==> src/hw/rtl/rmts_pkg.sv <==
// Package for the rate-monotonic tick scheduler.
// Holds the shared types, port widths and default sizes.
// Used by the controller, datapath and top level; depends on nothing.
`timescale 1ns / 1ps

package rmts_pkg;

   localparam int MAX_TASKS_DEF = 8;
   localparam int TIME_BITS_DEF = 16;

   localparam int INDEX_W = 3;
   localparam int FIELD_W = 16;
   localparam int ACTIVE_W = 4;
   localparam int TOTAL_W = 16;
   localparam int KIND_W = 2;

   localparam int REQ_DATA_W = 40;
   localparam int RSP_DATA_W = 24;

   localparam logic [TOTAL_W-1:0] COUNT_MAX = '1;
   localparam logic [ACTIVE_W-1:0] ACTIVE_RESET = ACTIVE_W'(1);

   typedef enum logic [KIND_W-1:0] {
      KIND_IDLE   = 2'd0,
      KIND_NORMAL = 2'd1,
      KIND_LATE   = 2'd2,
      KIND_LOAD   = 2'd3
   } kind_type;

   typedef enum logic [2:0] {
      ST_IDLE,
      ST_LOAD,
      ST_UPDATE,
      ST_SCAN,
      ST_COMMIT
   } state_type;

   typedef struct packed {
      logic capture;
      logic load;
      logic update;
      logic scan_step;
      logic commit;
   } ctrl_cmd_type;

   typedef struct packed {
      logic scan_last;
      logic out_free;
   } dp_status_type;

endpackage

==> src/hw/rtl/rmts_ctrl.sv <==
// Controller state machine of the rate-monotonic tick scheduler.
// Sequences load, release update, winner scan and commit; uses rmts_pkg.
`timescale 1ns / 1ps

module rmts_ctrl (
   input  logic                   clock,
   input  logic                   reset,
   input  logic                   req_tvalid,
   input  logic                   req_tuser,
   output logic                   req_tready,
   input  rmts_pkg::dp_status_type status,
   output rmts_pkg::ctrl_cmd_type  cmd
);
   import rmts_pkg::*;

   state_type state_ff;
   state_type state_in;

   always_ff @(posedge clock) begin
      if (reset) begin
         state_ff <= ST_IDLE;
      end else begin
         state_ff <= state_in;
      end
   end

   always_comb begin
      state_in = state_ff;
      cmd = '0;
      req_tready = 1'b0;
      case (state_ff)
         ST_IDLE: begin
            req_tready = 1'b1;
            if (req_tvalid) begin
               cmd.capture = 1'b1;
               state_in = req_tuser ? ST_UPDATE : ST_LOAD;
            end
         end
         ST_LOAD: begin
            if (status.out_free) begin
               cmd.load = 1'b1;
               state_in = ST_IDLE;
            end
         end
         ST_UPDATE: begin
            cmd.update = 1'b1;
            state_in = ST_SCAN;
         end
         ST_SCAN: begin
            cmd.scan_step = 1'b1;
            if (status.scan_last) begin
               state_in = ST_COMMIT;
            end
         end
         ST_COMMIT: begin
            if (status.out_free) begin
               cmd.commit = 1'b1;
               state_in = ST_IDLE;
            end
         end
         default: begin
            state_in = ST_IDLE;
         end
      endcase
   end

endmodule

==> src/hw/rtl/rmts_datapath.sv <==
// Datapath of the rate-monotonic tick scheduler: task lanes, winner scan,
// preemption bookkeeping and the result register. Uses rmts_pkg.
`timescale 1ns / 1ps

module rmts_datapath #(
   parameter int MAX_TASKS = rmts_pkg::MAX_TASKS_DEF,
   parameter int TIME_BITS = rmts_pkg::TIME_BITS_DEF
) (
   input  logic                              clock,
   input  logic                              reset,
   input  rmts_pkg::ctrl_cmd_type            cmd,
   output rmts_pkg::dp_status_type           status,
   input  logic [rmts_pkg::INDEX_W-1:0]      in_index,
   input  logic [rmts_pkg::FIELD_W-1:0]      in_compute,
   input  logic [rmts_pkg::FIELD_W-1:0]      in_period,
   input  logic                              in_final,
   input  logic                              csr_wen,
   input  logic [rmts_pkg::ACTIVE_W-1:0]     csr_wdata,
   output logic                              rsp_tvalid,
   input  logic                              rsp_tready,
   output logic [rmts_pkg::KIND_W-1:0]       rsp_kind,
   output logic [rmts_pkg::INDEX_W-1:0]      rsp_task,
   output logic                              rsp_preempted,
   output logic                              rsp_missed,
   output logic [rmts_pkg::TOTAL_W-1:0]      rsp_total
);
   import rmts_pkg::*;

   localparam int IDX_W = (MAX_TASKS > 1) ? $clog2(MAX_TASKS) : 1;
   localparam int CNT_W = $clog2(MAX_TASKS + 1);
   localparam logic [TIME_BITS-1:0] TIME_MAX = '1;

   logic [TIME_BITS-1:0] budget_ff [MAX_TASKS];
   logic [TIME_BITS-1:0] budget_in [MAX_TASKS];
   logic [TIME_BITS-1:0] period_ff [MAX_TASKS];
   logic [TIME_BITS-1:0] period_in [MAX_TASKS];
   logic [TIME_BITS-1:0] remain_ff [MAX_TASKS];
   logic [TIME_BITS-1:0] remain_in [MAX_TASKS];
   logic [TIME_BITS-1:0] debt_ff [MAX_TASKS];
   logic [TIME_BITS-1:0] debt_in [MAX_TASKS];
   logic [TIME_BITS-1:0] phase_ff [MAX_TASKS];
   logic [TIME_BITS-1:0] phase_in [MAX_TASKS];

   logic [ACTIVE_W-1:0]  active_ff;
   logic [INDEX_W-1:0]   idx_ff;
   logic [TIME_BITS-1:0] ct_ff;
   logic [TIME_BITS-1:0] pd_ff;
   logic                 fin_ff;

   logic                 first_ff;
   logic                 first_in;
   kind_type             prev_kind_ff;
   kind_type             prev_kind_in;
   logic [IDX_W-1:0]     prev_task_ff;
   logic [IDX_W-1:0]     prev_task_in;
   logic [TOTAL_W-1:0]   count_ff;
   logic [TOTAL_W-1:0]   count_in;
   logic                 missed_ff;
   logic                 missed_in;

   logic [IDX_W-1:0]     scan_ff;
   logic [IDX_W-1:0]     scan_in;
   logic                 found_ff;
   logic                 found_in;
   logic [IDX_W-1:0]     best_ff;
   logic [IDX_W-1:0]     best_in;
   logic [TIME_BITS-1:0] best_period_ff;
   logic [TIME_BITS-1:0] best_period_in;
   logic [TIME_BITS-1:0] best_budget_ff;
   logic [TIME_BITS-1:0] best_budget_in;
   logic                 best_late_ff;
   logic                 best_late_in;
   logic                 prev_ready_ff;
   logic                 prev_ready_in;

   logic                 rsp_valid_ff;
   logic                 rsp_valid_in;
   kind_type             rsp_kind_ff;
   kind_type             rsp_kind_in;
   logic [INDEX_W-1:0]   rsp_task_ff;
   logic [INDEX_W-1:0]   rsp_task_in;
   logic                 rsp_pre_ff;
   logic                 rsp_pre_in;
   logic                 rsp_missed_ff;
   logic                 rsp_missed_in;
   logic [TOTAL_W-1:0]   rsp_total_ff;
   logic [TOTAL_W-1:0]   rsp_total_in;

   logic [CNT_W-1:0]     n_eff;
   logic                 load_hit;
   logic [TIME_BITS-1:0] pd_fix;
   logic                 scan_ready;
   logic                 scan_better;
   kind_type             win_kind;
   logic [IDX_W-1:0]     win_task;
   logic                 win_pre;
   logic                 win_same;
   logic                 out_free;

   assign n_eff = (32'(active_ff) > MAX_TASKS) ? CNT_W'(MAX_TASKS) : CNT_W'(active_ff);
   assign load_hit = 32'(idx_ff) < MAX_TASKS;
   assign pd_fix = (pd_ff == '0) ? TIME_BITS'(1) : pd_ff;
   assign out_free = !rsp_valid_ff || rsp_tready;
   assign status.out_free = out_free;
   assign status.scan_last = 32'(scan_ff) == (MAX_TASKS - 1);

   always_comb begin
      logic rel;
      logic [TIME_BITS:0] phase_next;
      for (int i = 0; i < MAX_TASKS; i++) begin
         budget_in[i] = budget_ff[i];
         period_in[i] = period_ff[i];
         remain_in[i] = remain_ff[i];
         debt_in[i] = debt_ff[i];
         phase_in[i] = phase_ff[i];
      end
      missed_in = missed_ff;
      rel = 1'b0;
      phase_next = '0;
      if (cmd.load) begin
         for (int i = 0; i < MAX_TASKS; i++) begin
            if (load_hit && (32'(idx_ff) == i)) begin
               budget_in[i] = ct_ff;
               period_in[i] = pd_fix;
               remain_in[i] = ct_ff;
            end else begin
               remain_in[i] = budget_ff[i];
            end
            debt_in[i] = '0;
            phase_in[i] = '0;
         end
      end else if (cmd.update) begin
         missed_in = 1'b0;
         for (int i = 0; i < MAX_TASKS; i++) begin
            rel = (CNT_W'(i) < n_eff) && !first_ff && (phase_ff[i] == '0);
            if (rel) begin
               if (remain_ff[i] != '0) begin
                  missed_in = 1'b1;
                  if (debt_ff[i] != TIME_MAX) begin
                     debt_in[i] = debt_ff[i] + TIME_BITS'(1);
                  end
               end
               remain_in[i] = budget_ff[i];
            end
            phase_next = {1'b0, phase_ff[i]} + (TIME_BITS + 1)'(1);
            phase_in[i] = (phase_next >= {1'b0, period_ff[i]}) ? '0
                                                             : phase_next[TIME_BITS-1:0];
         end
      end else if (cmd.commit && found_ff) begin
         if (best_late_ff) begin
            debt_in[best_ff] = debt_ff[best_ff] - TIME_BITS'(1);
         end else begin
            remain_in[best_ff] = remain_ff[best_ff] - TIME_BITS'(1);
         end
      end
   end

   assign scan_ready = (CNT_W'(scan_ff) < n_eff) && (remain_ff[scan_ff] != '0);
   assign scan_better = !found_ff || (period_ff[scan_ff] < best_period_ff) ||
                        ((period_ff[scan_ff] == best_period_ff) &&
                         (budget_ff[scan_ff] < best_budget_ff));

   always_comb begin
      scan_in = scan_ff;
      found_in = found_ff;
      best_in = best_ff;
      best_period_in = best_period_ff;
      best_budget_in = best_budget_ff;
      best_late_in = best_late_ff;
      prev_ready_in = prev_ready_ff;
      if (cmd.update) begin
         scan_in = '0;
         found_in = 1'b0;
         prev_ready_in = 1'b0;
      end else if (cmd.scan_step) begin
         scan_in = scan_ff + IDX_W'(1);
         if (scan_ff == prev_task_ff) begin
            prev_ready_in = scan_ready;
         end
         if (scan_ready && scan_better) begin
            found_in = 1'b1;
            best_in = scan_ff;
            best_period_in = period_ff[scan_ff];
            best_budget_in = budget_ff[scan_ff];
            best_late_in = debt_ff[scan_ff] != '0;
         end
      end
   end

   always_comb begin
      if (!found_ff) begin
         win_kind = KIND_IDLE;
         win_task = '0;
      end else if (best_late_ff) begin
         win_kind = KIND_LATE;
         win_task = best_ff;
      end else begin
         win_kind = KIND_NORMAL;
         win_task = best_ff;
      end
      win_same = (win_kind == prev_kind_ff) && (win_task == prev_task_ff);
      if (!found_ff) begin
         win_pre = fin_ff;
      end else begin
         win_pre = !first_ff && !win_same &&
                   (((prev_kind_ff == KIND_NORMAL) && prev_ready_ff) ||
                    (prev_kind_ff == KIND_IDLE));
      end
   end

   always_comb begin
      first_in = first_ff;
      prev_kind_in = prev_kind_ff;
      prev_task_in = prev_task_ff;
      count_in = count_ff;
      rsp_valid_in = rsp_valid_ff && !rsp_tready;
      rsp_kind_in = rsp_kind_ff;
      rsp_task_in = rsp_task_ff;
      rsp_pre_in = rsp_pre_ff;
      rsp_missed_in = rsp_missed_ff;
      rsp_total_in = rsp_total_ff;
      if (cmd.load) begin
         first_in = 1'b1;
         prev_kind_in = KIND_IDLE;
         prev_task_in = '0;
         count_in = '0;
         rsp_valid_in = 1'b1;
         rsp_kind_in = KIND_LOAD;
         rsp_task_in = idx_ff;
         rsp_pre_in = 1'b0;
         rsp_missed_in = 1'b0;
         rsp_total_in = '0;
      end else if (cmd.commit) begin
         if (win_pre && (count_ff != COUNT_MAX)) begin
            count_in = count_ff + TOTAL_W'(1);
         end
         first_in = 1'b0;
         prev_kind_in = win_kind;
         prev_task_in = win_task;
         rsp_valid_in = 1'b1;
         rsp_kind_in = win_kind;
         rsp_task_in = INDEX_W'(win_task);
         rsp_pre_in = win_pre;
         rsp_missed_in = missed_ff;
         rsp_total_in = count_in;
      end
   end

   always_ff @(posedge clock) begin
      if (reset) begin
         for (int i = 0; i < MAX_TASKS; i++) begin
            budget_ff[i] <= '0;
            period_ff[i] <= TIME_BITS'(1);
            remain_ff[i] <= '0;
            debt_ff[i] <= '0;
            phase_ff[i] <= '0;
         end
         active_ff <= ACTIVE_RESET;
         first_ff <= 1'b1;
         prev_kind_ff <= KIND_IDLE;
         prev_task_ff <= '0;
         count_ff <= '0;
         rsp_valid_ff <= 1'b0;
      end else begin
         for (int i = 0; i < MAX_TASKS; i++) begin
            budget_ff[i] <= budget_in[i];
            period_ff[i] <= period_in[i];
            remain_ff[i] <= remain_in[i];
            debt_ff[i] <= debt_in[i];
            phase_ff[i] <= phase_in[i];
         end
         if (csr_wen) begin
            active_ff <= csr_wdata;
         end
         first_ff <= first_in;
         prev_kind_ff <= prev_kind_in;
         prev_task_ff <= prev_task_in;
         count_ff <= count_in;
         rsp_valid_ff <= rsp_valid_in;
      end
   end

   always_ff @(posedge clock) begin
      if (cmd.capture) begin
         idx_ff <= in_index;
         ct_ff <= TIME_BITS'(in_compute);
         pd_ff <= TIME_BITS'(in_period);
         fin_ff <= in_final;
      end
      missed_ff <= missed_in;
      scan_ff <= scan_in;
      found_ff <= found_in;
      best_ff <= best_in;
      best_period_ff <= best_period_in;
      best_budget_ff <= best_budget_in;
      best_late_ff <= best_late_in;
      prev_ready_ff <= prev_ready_in;
      rsp_kind_ff <= rsp_kind_in;
      rsp_task_ff <= rsp_task_in;
      rsp_pre_ff <= rsp_pre_in;
      rsp_missed_ff <= rsp_missed_in;
      rsp_total_ff <= rsp_total_in;
   end

   assign rsp_tvalid = rsp_valid_ff;
   assign rsp_kind = rsp_kind_ff;
   assign rsp_task = rsp_task_ff;
   assign rsp_preempted = rsp_pre_ff;
   assign rsp_missed = rsp_missed_ff;
   assign rsp_total = rsp_total_ff;

endmodule

==> src/hw/rtl/rate_monotonic_tick_scheduler.sv <==
// Rate-monotonic tick scheduler. A load item (tuser 0) writes one task slot's
// compute time and period and restarts the run. A tick item (tuser 1) reloads
// budgets at period boundaries, then scans the task slots one per cycle for the
// shortest-period ready task. Each result is registered in the LOAD or COMMIT
// state once the output is free. The block takes one item at a time and
// accepts the next one in the cycle after the previous result is registered.
// A result waiting on the output does not stop that, but the next result is
// held back until the output register has drained.
// Depends on rmts_pkg, rmts_ctrl and rmts_datapath.
`timescale 1ns / 1ps

module rate_monotonic_tick_scheduler #(
   parameter int MAX_TASKS = rmts_pkg::MAX_TASKS_DEF,
   parameter int TIME_BITS = rmts_pkg::TIME_BITS_DEF
) (
   input  logic                                 clock,
   input  logic                                 reset,
   // req_tdata: task_index [2:0], compute_time [18:3], period [34:19], zeros above.
   input  logic [rmts_pkg::REQ_DATA_W-1:0]      req_tdata,
   // req_tuser: cmd.
   input  logic                                 req_tuser,
   // req_tlast: final_tick.
   input  logic                                 req_tlast,
   input  logic                                 req_tvalid,
   output logic                                 req_tready,
   // rsp_tdata: chosen_task [2:0], preempted [3], deadline_missed [4],
   // preemption_total [20:5], zeros above.
   output logic [rmts_pkg::RSP_DATA_W-1:0]      rsp_tdata,
   // rsp_tuser: slot_kind.
   output logic [rmts_pkg::KIND_W-1:0]          rsp_tuser,
   output logic                                 rsp_tvalid,
   input  logic                                 rsp_tready,
   input  logic                                 csr_wen,
   input  logic [rmts_pkg::ACTIVE_W-1:0]        csr_wdata
);
   import rmts_pkg::*;

   ctrl_cmd_type  cmd;
   dp_status_type status;
   logic [INDEX_W-1:0] rsp_task;
   logic               rsp_preempted;
   logic               rsp_missed;
   logic [TOTAL_W-1:0] rsp_total;

   rmts_ctrl u_ctrl (
      .clock      (clock),
      .reset      (reset),
      .req_tvalid (req_tvalid),
      .req_tuser  (req_tuser),
      .req_tready (req_tready),
      .status     (status),
      .cmd        (cmd)
   );

   rmts_datapath #(
      .MAX_TASKS (MAX_TASKS),
      .TIME_BITS (TIME_BITS)
   ) u_datapath (
      .clock         (clock),
      .reset         (reset),
      .cmd           (cmd),
      .status        (status),
      .in_index      (req_tdata[2:0]),
      .in_compute    (req_tdata[18:3]),
      .in_period     (req_tdata[34:19]),
      .in_final      (req_tlast),
      .csr_wen       (csr_wen),
      .csr_wdata     (csr_wdata),
      .rsp_tvalid    (rsp_tvalid),
      .rsp_tready    (rsp_tready),
      .rsp_kind      (rsp_tuser),
      .rsp_task      (rsp_task),
      .rsp_preempted (rsp_preempted),
      .rsp_missed    (rsp_missed),
      .rsp_total     (rsp_total)
   );

   assign rsp_tdata = {3'b000, rsp_total, rsp_missed, rsp_preempted, rsp_task};

endmodule
==> config.mk <==
export PLATFORM = sky130hd
export DESIGN_NAME = rate_monotonic_tick_scheduler
export DESIGN_NICKNAME = d
export VERILOG_FILES = /design/src/hw/rtl/rmts_pkg.sv /design/src/hw/rtl/rmts_ctrl.sv /design/src/hw/rtl/rmts_datapath.sv /design/src/hw/rtl/rate_monotonic_tick_scheduler.sv
export SDC_FILE = /design/constraint.sdc
export NUM_CORES = 2
export LEC_CHECK = 0
export BUFFER_PORTS_ARGS = -buffer_cell sky130_fd_sc_hd__buf_2
export CAP_MARGIN = 20
export CORE_MARGIN = 2
export CORE_UTILIZATION = 58
export CTS_CLUSTER_SIZE = 12
export DETAILED_ROUTE_END_ITERATION = 10
export PLACE_DENSITY = 0.77
export SYNTH_ARGS = -nofsm -noshare
export SYNTH_HDL_FRONTEND = slang
export SYNTH_SLANG_ARGS = --single-unit
==> constraint.sdc <==
create_clock -name clock -period 5.22 [get_ports clock]
set_input_delay 0.261 -clock clock [delete_from_list [all_inputs] [get_ports clock]]
set_output_delay 0.261 -clock clock [all_outputs]
set_load 0.02 [all_outputs]
==> impl_metrics.yaml <==
floorplan:
  initial_utilization_pct: 58.66
  die_area_um2: 79180
  dieWidth_um: 281.4
  boundaryPins: 79
  num_rows: 101
  die_h_um: 281.4
  core_area_um2: 76080
detailed_routing:
  ant_nets: 0
  routed_wl_um: 151400
  viasPerCell: 6.739
  drt_first_pass_iters: 11
  drc_errors: 1
  drtIter0Drc: 6479
  dr_total_vias: 42620
  wl_per_cell_um: 23.94
clocking:
  ctsResizeCount: 0
  cts_buffers: 86
  cts_tree: "yes"
  clkLatencyLatePin_ns: 0.68
  htree_levels: 3
  clockBufferDepth: 3
  clockRootBuffer: "clkbuf_16"
  clk_pin_slew_ns: 0.06
  cts_sinks: 777
logic_synthesis:
  synth_area_um2: 44630
  synth.area.mux_share_pct: 8.980
  netlist_top_cells_count: "842 x nand2_1, 701 x dfxtp_1, 459 x nor2_1"
  ys_ff_latch: 777
  yosysWarnings: 0
  synth_xor_area_share_pct: 3.718
  ys_top_cells_by_area: "dfxtp_1 31%, nand2_1 7.1%, mux4_2 6.3%"
  avgSynthCellArea_um2: 8.420
  synth_largest_area_cell: "dfxtp_1"
  synth_top_family_by_area: "simple AND/OR/NAND/NOR gates"
  synthAdderAreaFrac_pct: 5.327
  syn_inst: 5300
  ys_types: 102
  synth_edf_count: 76
  netlist.area_leader.share_pct: 31.45
  ys_seq_area_share_pct: 36.56
  synthSimpleGateAreaFrac_pct: 20.56
  synth_compound_area_share_pct: 19.40
  async_reset_ff_share_pct: 0
  ys.flop_type: "dfxtp_1"
  yosysMostFrequentCell: "nand2_1"
global_routing:
  grt_pass1_vias: 39124
  grt_pass1_wl_um: 230400
  overflow: 0
  antenna_found_initial: 4
  track_usage_pct: 37.44
  grt_max_degree: 183
timing:
  timing.final.crit_share_pct: 89.94
  fmaxAchievable_ghz: 0.2130
  setup_violations: 0
  setup_ws_ns: 0.5249
  tightest_slew_ns: 1.268
  slew_headroom_pct: 15.40
  whs_ns: 0.1493
  tns_ns: 0
  drv_slew: 0
  rsz0062_at_grt: "no"
  fin_skew_ns: 0.03674
  min_period_ns: 4.695
  hold_violations: 0
power:
  vdd_drop_max_mv: 0.2548
  p_sw_share_pct: 33.64
  power.density_nw_per_um2: 339.1
  clock_power_share_pct: 36.9
  power_switching_mw: 5.594
  internal_power_mw: 11.04
  combinationalPowerShare_pct: 21.3
  leakagePower_nw: 17.58
  seq_power_share_pct: 41.8
finish:
  num-nets-final: 5467
  area.growth.synth_to_final_pct: 9.877
  layout-drive-gt1-share_pct: 10.75
  final_util_pct: 64.46
outcome:
  status: "finished, violations left"
  violations: "DRC"
setup_path:
  worstPathMaxFanout: 33
  crit_type: "reg -> reg"
  worstPathRequired_ns: 5.57
  endpoint_kind: "flop"
  worstPathArrival_ns: 5.04
  startpoint_type: "flop"
placement:
  portBuffers: 70
  dp_hpwl_um: 102900
  gp_congestion: 1.010
  pre_cts_ws_ns: 0.6594
run:
  cap_violations: 0
min_path:
  hold_path.class: "in -> reg"
## critical path, stage by stage, from the launching register on
cell and delay (ns):
dfxtp_4 0.73, buf_4 0.29, mux4_2 0.52, mux2_2 0.31, ha_1 0.33, a41oi_1 0.20
o21ai_0 0.11, a21oi_1 0.24, o21ai_0 0.28, a21oi_1 0.24, a21oi_1 0.12, or3_1 0.46
inv_1 0.21, buf_12 0.28
## per-stage QoR
| stage | area [µm²] | total power [mW] | instances |
|---|---|---|---|
| 2_1_floorplan | 44630 | 9.098 | 5302 |
| 3_5_place_dp | 45680 | 10.38 | 6119 |
| 4_1_cts | 48990 | 16.47 | 6321 |
| 6_report | 49030 | 16.63 | 6324 |
| 5_1_grt | 49030 | 17.07 | 6323 |
| 3_3_place_gp | 45670 | 10.34 | 6118 |
## registers in the layout (all words and copies together) (netlist names), 2 cells and up, named ones only
register	count
u_datapath.best_ff	3
u_datapath.best_period_ff	16
u_datapath.remain_ff	128
u_datapath.period_ff	128
u_datapath.ct_ff	16
u_datapath.best_budget_ff	16
u_ctrl.state_ff	3
u_datapath.scan_ff	3
u_datapath.active_ff	4
u_datapath.phase_ff	128
u_datapath.rsp_task	3
u_datapath.rsp_total	16
u_datapath.pd_ff	16
u_datapath.prev_task_ff	3
u_datapath.idx_ff	3
u_datapath.prev_kind_ff	2
u_datapath.count_ff	16
u_datapath.rsp_kind	2
u_datapath.budget_ff	128
u_datapath.debt_ff	128
## layout make-up
type	count	area [µm²]
Tap cell	1030	1289
Clock inverter	23	219.0
Antenna cell	1	2.502
Fill cell	6409	27040
Inverter	222	834.6
Clock buffer	132	2620
Multi-Input combinational cell	3918	26020
Timing Repair Buffer	221	1714
Sequential cell	777	16330
## cell usage in the layout (no fill, tap or decap), drive strengths merged, types with 70 or more instances in the layout
cell / n
inv: 224
o21ai: 276
mux4: 132
nand3: 167
dfxtp: 701
a211oi: 111
nand2: 843
nor3: 102
a222oi: 70
buf: 174
a21oi: 420
nand4: 75
clkbuf: 132
nor4: 94
nor2: 461
edfxtp: 76
xor2: 89
ha: 190
xnor2: 94
## final timing paths
path | slack [ns] | depth (start not counted) | to | from
setup / recovery | 0.52 | 13 | u_datapath.best_period_ff[9] | flop
hold / removal | 0.15 | 4 | u_datapath.rsp_tvalid | rsp_tready
setup reg to reg | 0.52 | 13 | u_datapath.best_period_ff[9] | flop
hold reg to reg | 0.45 | 2 | u_datapath.rsp_total[15] | u_datapath.rsp_total[15]
## per-layer routing
metal,global-route usage (%),share of wire [%],vias to the layer above
li1,-,-,19120
met1,50.55,39,20088
met2,55.51,43,2855
met3,9.654,13,549
met4,18.93,5.5,8
met5,0,0.036,-
## power by group through the flow
stage                     logic, mW  registers (mW)  clock network, mW
after global placement         3.31            7.03                  0
after floorplan                2.46            6.64                  0
after global routing           3.72            6.97               6.39
after CTS                      3.39            6.91               6.17
after detailed placement       3.35            7.04                  0
final                          3.53            6.96               6.14
## cell families after synthesis
logic type      count (synthesis)
flops                         777
buf+inv                       607
xor+xnor                      183
mux                           218
fa+ha+maj                     190
other cells                     1
compound gates               1329
simple gates                 1995
## repair_timing
action	in CTS	in global routing
setup buffers	0	0
hold endpoints to repair	49	0
hold buffers	47	0
No activity file was read; power rests on OpenSTA's default activity.
